**config.mk**
```make
export PLATFORM = sky130hd
export DESIGN_NAME = csua_queue
export DESIGN_NICKNAME = d
export VERILOG_FILES = /design/src/rtl/core/csua_pkg.sv /design/src/rtl/core/csua_queue.sv
export SDC_FILE = /design/constraint.sdc
export NUM_CORES = 1
export LEC_CHECK = 0
export BUFFER_PORTS_ARGS = -buffer_cell sky130_fd_sc_hd__clkbuf_2
export CAP_MARGIN = 10
export CELL_PAD_IN_SITES_DETAIL_PLACEMENT = 1
export CELL_PAD_IN_SITES_GLOBAL_PLACEMENT = 2
export CORE_ASPECT_RATIO = 0.8
export CORE_MARGIN = 3
export CORE_UTILIZATION = 35
export DETAILED_ROUTE_END_ITERATION = 10
export MAX_ROUTING_LAYER = met4
export PLACE_DENSITY_LB_ADDON = 0.3
export SYNTH_ARGS = -nofsm -noshare
export SYNTH_HDL_FRONTEND = slang
export SYNTH_SLANG_ARGS = --single-unit
```
**constraint.sdc**
```tcl
create_clock -name i_clk -period 11.7 [get_ports i_clk]
set_input_delay 2.34 -clock i_clk [delete_from_list [all_inputs] [get_ports i_clk]]
set_output_delay 2.34 -clock i_clk [all_outputs]
set_load 0.05 [all_outputs]
```
**src/rtl/core/csua_pkg.sv**
```systemverilog
// ----------------------------------------------------------------------------
// csua_pkg: shared types and constants of the C integer ALU
// Opcodes, error codes, operation classes and the work item that travels
// from the classifying front end to the execution back end.
// ----------------------------------------------------------------------------
package csua_pkg;

    localparam int DATA_WIDTH = 64;
    localparam int SHIFT_W    = $clog2(DATA_WIDTH);
    localparam int HALF_W     = (DATA_WIDTH + 1) / 2;
    localparam int PORT_W     = 64;

    typedef enum logic [4:0] {
        OP_MUL    = 5'd0,
        OP_DIV    = 5'd1,
        OP_MOD    = 5'd2,
        OP_ADD    = 5'd3,
        OP_SUB    = 5'd4,
        OP_SHL    = 5'd5,
        OP_SHR    = 5'd6,
        OP_LT     = 5'd7,
        OP_LE     = 5'd8,
        OP_GT     = 5'd9,
        OP_GE     = 5'd10,
        OP_EQ     = 5'd11,
        OP_NE     = 5'd12,
        OP_AND    = 5'd13,
        OP_XOR    = 5'd14,
        OP_OR     = 5'd15,
        OP_LAND   = 5'd16,
        OP_LOR    = 5'd17,
        OP_COMMA  = 5'd18,
        OP_LNOT   = 5'd19,
        OP_NOT    = 5'd20,
        OP_PLUS   = 5'd21,
        OP_NEG    = 5'd22
    } t_opcode;

    typedef enum logic [1:0] {
        ERR_NONE     = 2'd0,
        ERR_DIV_ZERO = 2'd1,
        ERR_DIV_OVF  = 2'd2,
        ERR_MOD_ZERO = 2'd3
    } t_err;

    typedef enum logic [1:0] {
        CLS_SIMPLE = 2'd0,
        CLS_MUL    = 2'd1,
        CLS_DIV    = 2'd2,
        CLS_MOD    = 2'd3
    } t_class;

    typedef struct packed {
        t_class                  cls;
        logic                    rs;
        t_err                    err;
        logic                    neg;
        logic [DATA_WIDTH-1:0]   val;
        logic [DATA_WIDTH-1:0]   opa;
        logic [DATA_WIDTH-1:0]   opb;
    } t_work;

    typedef struct packed {
        t_class                  cls;
        logic                    rs;
        t_err                    err;
        logic                    neg;
        logic [DATA_WIDTH-1:0]   val;
        logic [DATA_WIDTH-1:0]   rem;
        logic [DATA_WIDTH-1:0]   quo;
        logic [DATA_WIDTH-1:0]   dvs;
    } t_stage;

endpackage

```
**src/rtl/core/csua_queue.sv**
```systemverilog
// ----------------------------------------------------------------------------
// csua_queue: two-entry work queue
// Decouples the front end from the back end so that each can stall alone.
// ----------------------------------------------------------------------------
module csua_queue (
    input  logic              i_clk,
    input  logic              i_rst_n,
    input  logic              i_push,
    input  csua_pkg::t_work   i_work,
    output logic              o_full,
    input  logic              i_pop,
    output logic              o_empty,
    output csua_pkg::t_work   o_work
);

    csua_pkg::t_work r_entry [2];
    logic            r_wp;
    logic            r_rp;
    logic [1:0]      r_cnt;

    assign o_full  = (r_cnt == 2'd2);
    assign o_empty = (r_cnt == 2'd0);
    assign o_work  = r_entry[r_rp];

    always_ff @(posedge i_clk) begin
        if (!i_rst_n) begin
            r_wp  <= 1'b0;
            r_rp  <= 1'b0;
            r_cnt <= 2'd0;
        end else begin
            if (i_push) begin
                r_wp <= !r_wp;
            end
            if (i_pop) begin
                r_rp <= !r_rp;
            end
            r_cnt <= r_cnt + 2'(i_push) - 2'(i_pop);
        end
    end

    always_ff @(posedge i_clk) begin
        if (i_push) begin
            r_entry[r_wp] <= i_work;
        end
    end

endmodule

```
# --- Word-level counts from Yosys, hierarchy flattened ---
# Memory sizes are Yosys's and may differ from the RTL's. A register that Yosys moved wholly into a read port is not among the register bits.
# Cells that the tools add are included.
word_totals:
  romBits: 0
  memories: 1
  ram_bits: 396
  ff_bits: 4
  latch_bits: 0
memory_table:
  columns: ["name", "depth", "word_bits", "read_ports", "rd_ports_with_merged_regs", "write_ports", "line_no", "text"]
  rows:
  - ["r_entry", 2, 198, 1, 1, 1, "csua_queue.sv:16", "csua_pkg::t_work r_entry [2];"]
op_classes:
  magnitude_cmp: 0
  n_addsub: 2
  bitwise: 0
  muxes: 4
  n_shift: 0
  n_reduce_logical: 3
  n_div: 0
  mul: 0
  n_eq_ne: 1
ops:
  columns: ["operator", "count"]
  rows:
  - ["two-way mux 1 bit", 4]
  - ["adder 2 x 1 -> 2 bit", 1]
  - ["equality test 2 bit, second input constant", 1]
  - ["logical NOT 1 bit", 2]
  - ["logical NOT 2 bit", 1]
  - ["subtractor 2 x 1 -> 2 bit", 1]

# --- Depth between registers and ports, before layout ---
# Gate-level depths: netlist of run 1.
depth:
  ltp_word: 3
  ltp_mapped: 6

# --- Worst setup path before layout of run 1 ---
# No wires, ideal clock.
synth_timing:
  path_type: "input-to-reg"
  from: "input i_push"
  to: "register r_wp"
  path_stages: 2
  setup_time_ps: 99
  t_required_ps: 11601
  setup_slack_ps: -3
  t_arrival_ps: 11605
  path_buffers: 0
  cell_sequence: "nor2b_1 > o21a_1"
synth_lines:
  columns: ["item", "line_no", "text"]
  rows:
  - ["from (decl)", "csua_queue.sv:8", "input logic i_push,"]
  - ["to (signal assigned)", "csua_queue.sv:32", "r_wp <= !r_wp;"]
  - ["to (decl)", "csua_queue.sv:17", "logic r_wp;"]

==> results of run 1 <==
## stage by stage
step	setup WS, ns	instance area (sq um)	total power [mW]
after detailed placement	6.87	17500	2.30
after global routing	6.36	18900	3.70
after CTS	6.42	18900	3.62
after floorplan	3.75	14900	2.16
after global placement	6.89	17500	2.29
final	6.58	18900	3.56
## state kept, by name, indices dropped and copies added (netlist names), named ones only
register,cells
r_rp,1
r_cnt,2
r_entry,396
r_wp,1
## worst paths after layout
kind	start	endpoint	slack (ns)	depth (start not counted)
min	r_rp$_SDFFE_PN0P_	flip-flop	0.57	2
min reg2reg	r_rp$_SDFFE_PN0P_	flip-flop	0.57	2
max	flip-flop	o_work[22]	6.58	3
max reg2reg	r_wp$_SDFFE_PN0P_	r_entry[1][92]$_DFFE_PP_	9.02	3
## per-layer routing
layer | part of all wire | vias up | wire (um)
met5 | 0 | - | 0
met4 | 0.018 | 0 | 607
met3 | 0.071 | 51 | 2330
met2 | 0.49 | 231 | 16200
met1 | 0.42 | 3690 | 13700
li1 | - | 3409 | -
## tightest hold or removal path, cell delays in order (launching register included)
cell	delay, ns
dfxtp_1	0.32
xor2_1	0.07
and2_1	0.15
## power breakdown
part	leakage, nW	switching, mW	total, mW	internal, mW
logic	2.90	0.400	0.572	0.171
registers	3.76	0.0219	1.69	1.66
clock network	0.657	0.516	1.30	0.785
total	7.32	0.938	3.56	2.62
## layout make-up
type | instances | area, sq um | share of cell area
sequential | 401 | 12000 | 0.636
multi-input combinational | 212 | 2740 | 0.145
timing repair buffer | 409 | 2080 | 0.110
clock buffer | 55 | 1160 | 0.0617
tap | 552 | 691 | 0.0366
clock inverter | 19 | 186 | 0.00988
inverter | 2 | 7.51 | 0.000398
antenna | 2 | 5.00 | 0.000265
## cells by family after synthesis
| family | count (synthesis) | synth area share |
|---|---|---|
| compound gates | 1 | 0.000503 |
| xor+xnor | 2 | 0.00210 |
| fa+ha+maj | 2 | 0.00168 |
| buf+inv | 24 | 0.0142 |
| flops | 401 | 0.803 |
| mux | 198 | 0.175 |
| simple gates | 9 | 0.00360 |
## cell usage in the layout, fill, tap and decap left out
| cell | instances |
|---|---|
| and2_1 | 3 |
| clkinv_2 | 5 |
| o21a_1 | 1 |
| bufinv_16 | 4 |
| xnor3_1 | 1 |
| mux2_4 | 101 |
| nor2b_1 | 3 |
| clkbuf_2 | 401 |
| mux2_2 | 97 |
| diode_2 | 2 |
| edfxtp_1 | 396 |
| nor2b_4 | 1 |
| clkinvlp_4 | 1 |
| clkbuf_1 | 10 |
| ha_1 | 2 |
| and2_4 | 1 |
| clkbuf_16 | 45 |
| buf_12 | 1 |
| dfxtp_1 | 4 |
| nor2_1 | 1 |
| clkinv_1 | 9 |
| xor2_1 | 1 |
| inv_1 | 2 |
| dfxtp_4 | 1 |
| buf_4 | 7 |
==> results.toml, run 1 <==
[status]
outcome = "complete, no violations"

[cells_and_area]
final_nets = 1273
final_cells = 1652
nFillCells = 4068
fin_util = 0.449
area_growth_pct = 26.4
drive_above_1_share = 0.606

[die]
ios = 402
die_y_um = 191
core-area_sq_um = 42000
core.rowCount = 67
die_w_um = 237
dieArea_sq_um = 45200
start_util = 0.355

[timing]
rsz0062_at_grt = "false"
maxSlewHeadroom = 0.267
finalCritPeriodShare = 0.438
setup_viol = 0
finalCriticalPeriod_ns = 5.12
final-hold-violation-count = 0
tightest_slew_ns = 1.10
whs_ns = 0.575
tns_ns = 0
timing.final.max_slew_violations = 0
fin_skew_ns = 0.0174
max_freq_ghz = 0.195

[drt]
detail-route-antenna-nets = 0
drt-total-wl_um = 32900
post_drt_wl_per_cell_um = 19.9
drt_pass1_iterations = 6
drc = 0
via_count = 7381
drt_iter0_markers = 407
viasPerCell = 4.47

[synth]
synth-edff-count = 396
synth_area_sq_um = 14900
synthCells = 637
synth.area.top_cells = "edfxtp_1 80%, mux2_4 10%, mux2_2 7.3%, buf_6 1.1%, dfxtp_1 0.67%"
ys_seq_area_frac = 0.803
ys.flop_type = "edfxtp_1"
synth_top_area_frac = 0.797
synth_warnings = 0
yosysMostFrequentCell = "edfxtp_1"
synth_common_cells = "396 x edfxtp_1, 101 x mux2_4, 97 x mux2_2, 15 x buf_6, 7 x buf_2"
async_flop_share = 0
synth_cell_types = 14
synth_seq_cells = 401
synth_fp_nets = 841
synth.avg_cell_area_sq_um = 23.4
synth_top_area_cell = "edfxtp_1"

[cts]
clk_latency_ns = 0.53
clock_sinks = 401
tritoncts = "built"
ctsHoldBuffers = 0
numCtsBuffers = 43
clkTransAtPathRegs_ns = 0.05
clockBufferDepth = 3
cts-root-buf = "clkbuf_16"
cts_resized = 0
htreeDepth = 2
post-cts-setup-buffers = 0

[placement]
dp_hpwl_um = 22300
port_buffers = 401
place_congestion = 0.706
dpl.cell_count = 1576

[grt]
grt_use_total = 0.143
grt_use_met1 = 0.177
antenna_found_initial = 2
grt_pass1_wl_um = 47800
grt_util_met2 = 0.230
grt_max_degree = 138
grt_overflow = 0
grt.busiest_layer = "met2"
first_global_vias = 7936
globalRouteMet3Util = 0.0460

[pwr]
irDropWorstVdd_mv = 0.125
power_density_nw_per_um2 = 189
leakage_nw = 7.32

[worst_setup_path]
worstPathCellList = "buf_4 -> mux2_2 -> clkbuf_2"
worstPathArrival_ns = 2.78
path_delay_family = "buffers and inverters"
end_kind = "primary output"
crit_path_start_kind = "flip-flop"
crit_type = "reg -> out"
critPathMaxFanout = 64
critPathBufInv = 2
max_stage_delay_ns = 0.87
crit_required_ns = 9.36
cp_slowest_cell = "buf_4"

[worst_hold_path]
hold_path_class = "reg -> reg"

[flow_run]
drv_cap = 0
No activity file was read; power rests on OpenSTA's default activity.
==> run 2, diff against run 1 <==
clock period = 4.4 ns   (was 11.7 ns; I/O delays follow)
==> run 2 against run 1 <==
  * Utilization is 0.23 points higher
  * Combinational power increased to 2.7 times the previous value
  * Wire length rose by 0.19%
  * Total power increased to 2.7 times the previous value
  * Highest routed layer unchanged
  * Clock skew shrank 0.0016 ns
==> results.toml, run 2 (same netlist as run 1, synthesis figures left out) <==
[drt]
detail-route-antenna-nets = 0
drt_pass1_iterations = 6
post_drt_wl_per_cell_um = 19.9
drc = 0
via_count = 7486
drt_iter0_markers = 402
viasPerCell = 4.51
drt-total-wl_um = 32900

[timing]
timing.final.max_slew_violations = 0
whs_ns = 0.531
final-hold-violation-count = 0
tns_ns = 0
finalCriticalPeriod_ns = 3.06
final.setup.worst_slack_ns = 1.34
finalCritPeriodShare = 0.695
setup_viol = 0
tightest_slew_ns = 0.883
fin_skew_ns = 0.0158
maxSlewHeadroom = 0.412
max_freq_ghz = 0.327
rsz0062_at_grt = "false"

[placement]
place_congestion = 0.751
place_ws_ns = 1.79
port_buffers = 401
dp_hpwl_um = 22500

[worst_setup_path]
crit_type = "reg -> out"
crit_path_start_kind = "flip-flop"
crit_required_ns = 3.52
worstPathArrival_ns = 2.18
end_kind = "primary output"
rrSetupSlack_ns = 2.46
critPathMaxFanout = 96

[cells_and_area]
largest_reg_flops = 396
reg_top3 = "r_entry: 396 flops, r_cnt: 2 flops"
area_growth_pct = 27.0
final_nets = 1272
multi_input_area_sq_um = 2740
fin_util = 0.451
drive_above_1_share = 0.608
final_cell_mix = "401 x clkbuf_2, 396 x edfxtp_1, 101 x mux2_4"
nFillCells = 4086
top_register = "r_entry"
regArea_sq_um = 12000
final_common_cell = "clkbuf_2"

[cts]
clk_latency_ns = 0.53
post-cts-setup-buffers = 0
numCtsBuffers = 42
htreeDepth = 2
cts_resized = 0
tritoncts = "built"
ctsHoldBuffers = 0
cts-root-buf = "clkbuf_16"
clkTransAtPathRegs_ns = 0.06
clockBufferDepth = 3
clock_sinks = 401

[grt]
first_global_vias = 8149
grt_overflow = 0
grt_use_total = 0.145
grt_max_degree = 114
antenna_found_initial = 5
grt_pass1_wl_um = 48500

[die]
die_y_um = 191
dieArea_sq_um = 45200
start_util = 0.355
ios = 402
core-area_sq_um = 42000
core.rowCount = 67
die_w_um = 237

[worst_hold_path]
hold_path_class = "in -> reg"

[pwr]
finalPower_mw = 9.45
power_density_nw_per_um2 = 498
leakage_nw = 7.35
irDropWorstVdd_mv = 0.302

[status]
outcome = "complete, no violations"

[flow_run]
drv_cap = 0
run 2: final timing paths:
check | start | endpoint | cells past startpoint
setup / recovery | flip-flop | o_work[110] | 3
hold / removal | i_work[62] | r_entry[0][62]$_DFFE_PP_ | 1
setup reg to reg | r_wp$_SDFFE_PN0P_ | r_entry[1][161]$_DFFE_PP_ | 2
hold reg to reg | r_rp$_SDFFE_PN0P_ | flip-flop | 2
run 2: layout make-up:
class,count,share of cell area
Clock inverter,20,0.00779
Inverter,2,0.000396
Tap cell,552,0.0364
Sequential cell,401,0.633
Antenna cell,5,0.000660
Multi-Input combinational cell,212,0.144
Clock buffer,58,0.0641
Timing Repair Buffer,409,0.114
run 2: through the flow:
step                      cell area, sq um  cells
final                                19000   1659
after global routing                 19000   1659
after CTS                            18900   1654
after detailed placement             17600   1576
after global placement               17600   1576
after floorplan                      14900    637
run 2: critical path, stage by stage, from the launching register on:
cell	delay [ns]
dfxtp_4	0.37
buf_12	0.48
mux2_4	0.38
clkbuf_2	0.25
run 2: metal layers:
| layer | wire length [um] | vias to the layer above | global-route usage |
|---|---|---|---|
| met5 | 0 | - | - |
| met4 | 648 | 0 | 0.0377 |
| met3 | 2980 | 46 | 0.0525 |
| met2 | 15800 | 245 | 0.230 |
| met1 | 13500 | 3775 | 0.177 |
| li1 | - | 3420 | - |
run 2: power breakdown:
part / internal [mW] / switching (mW)
clock network: 2.05 / 1.39
registers: 4.42 / 0.0470
logic: 0.464 / 1.08
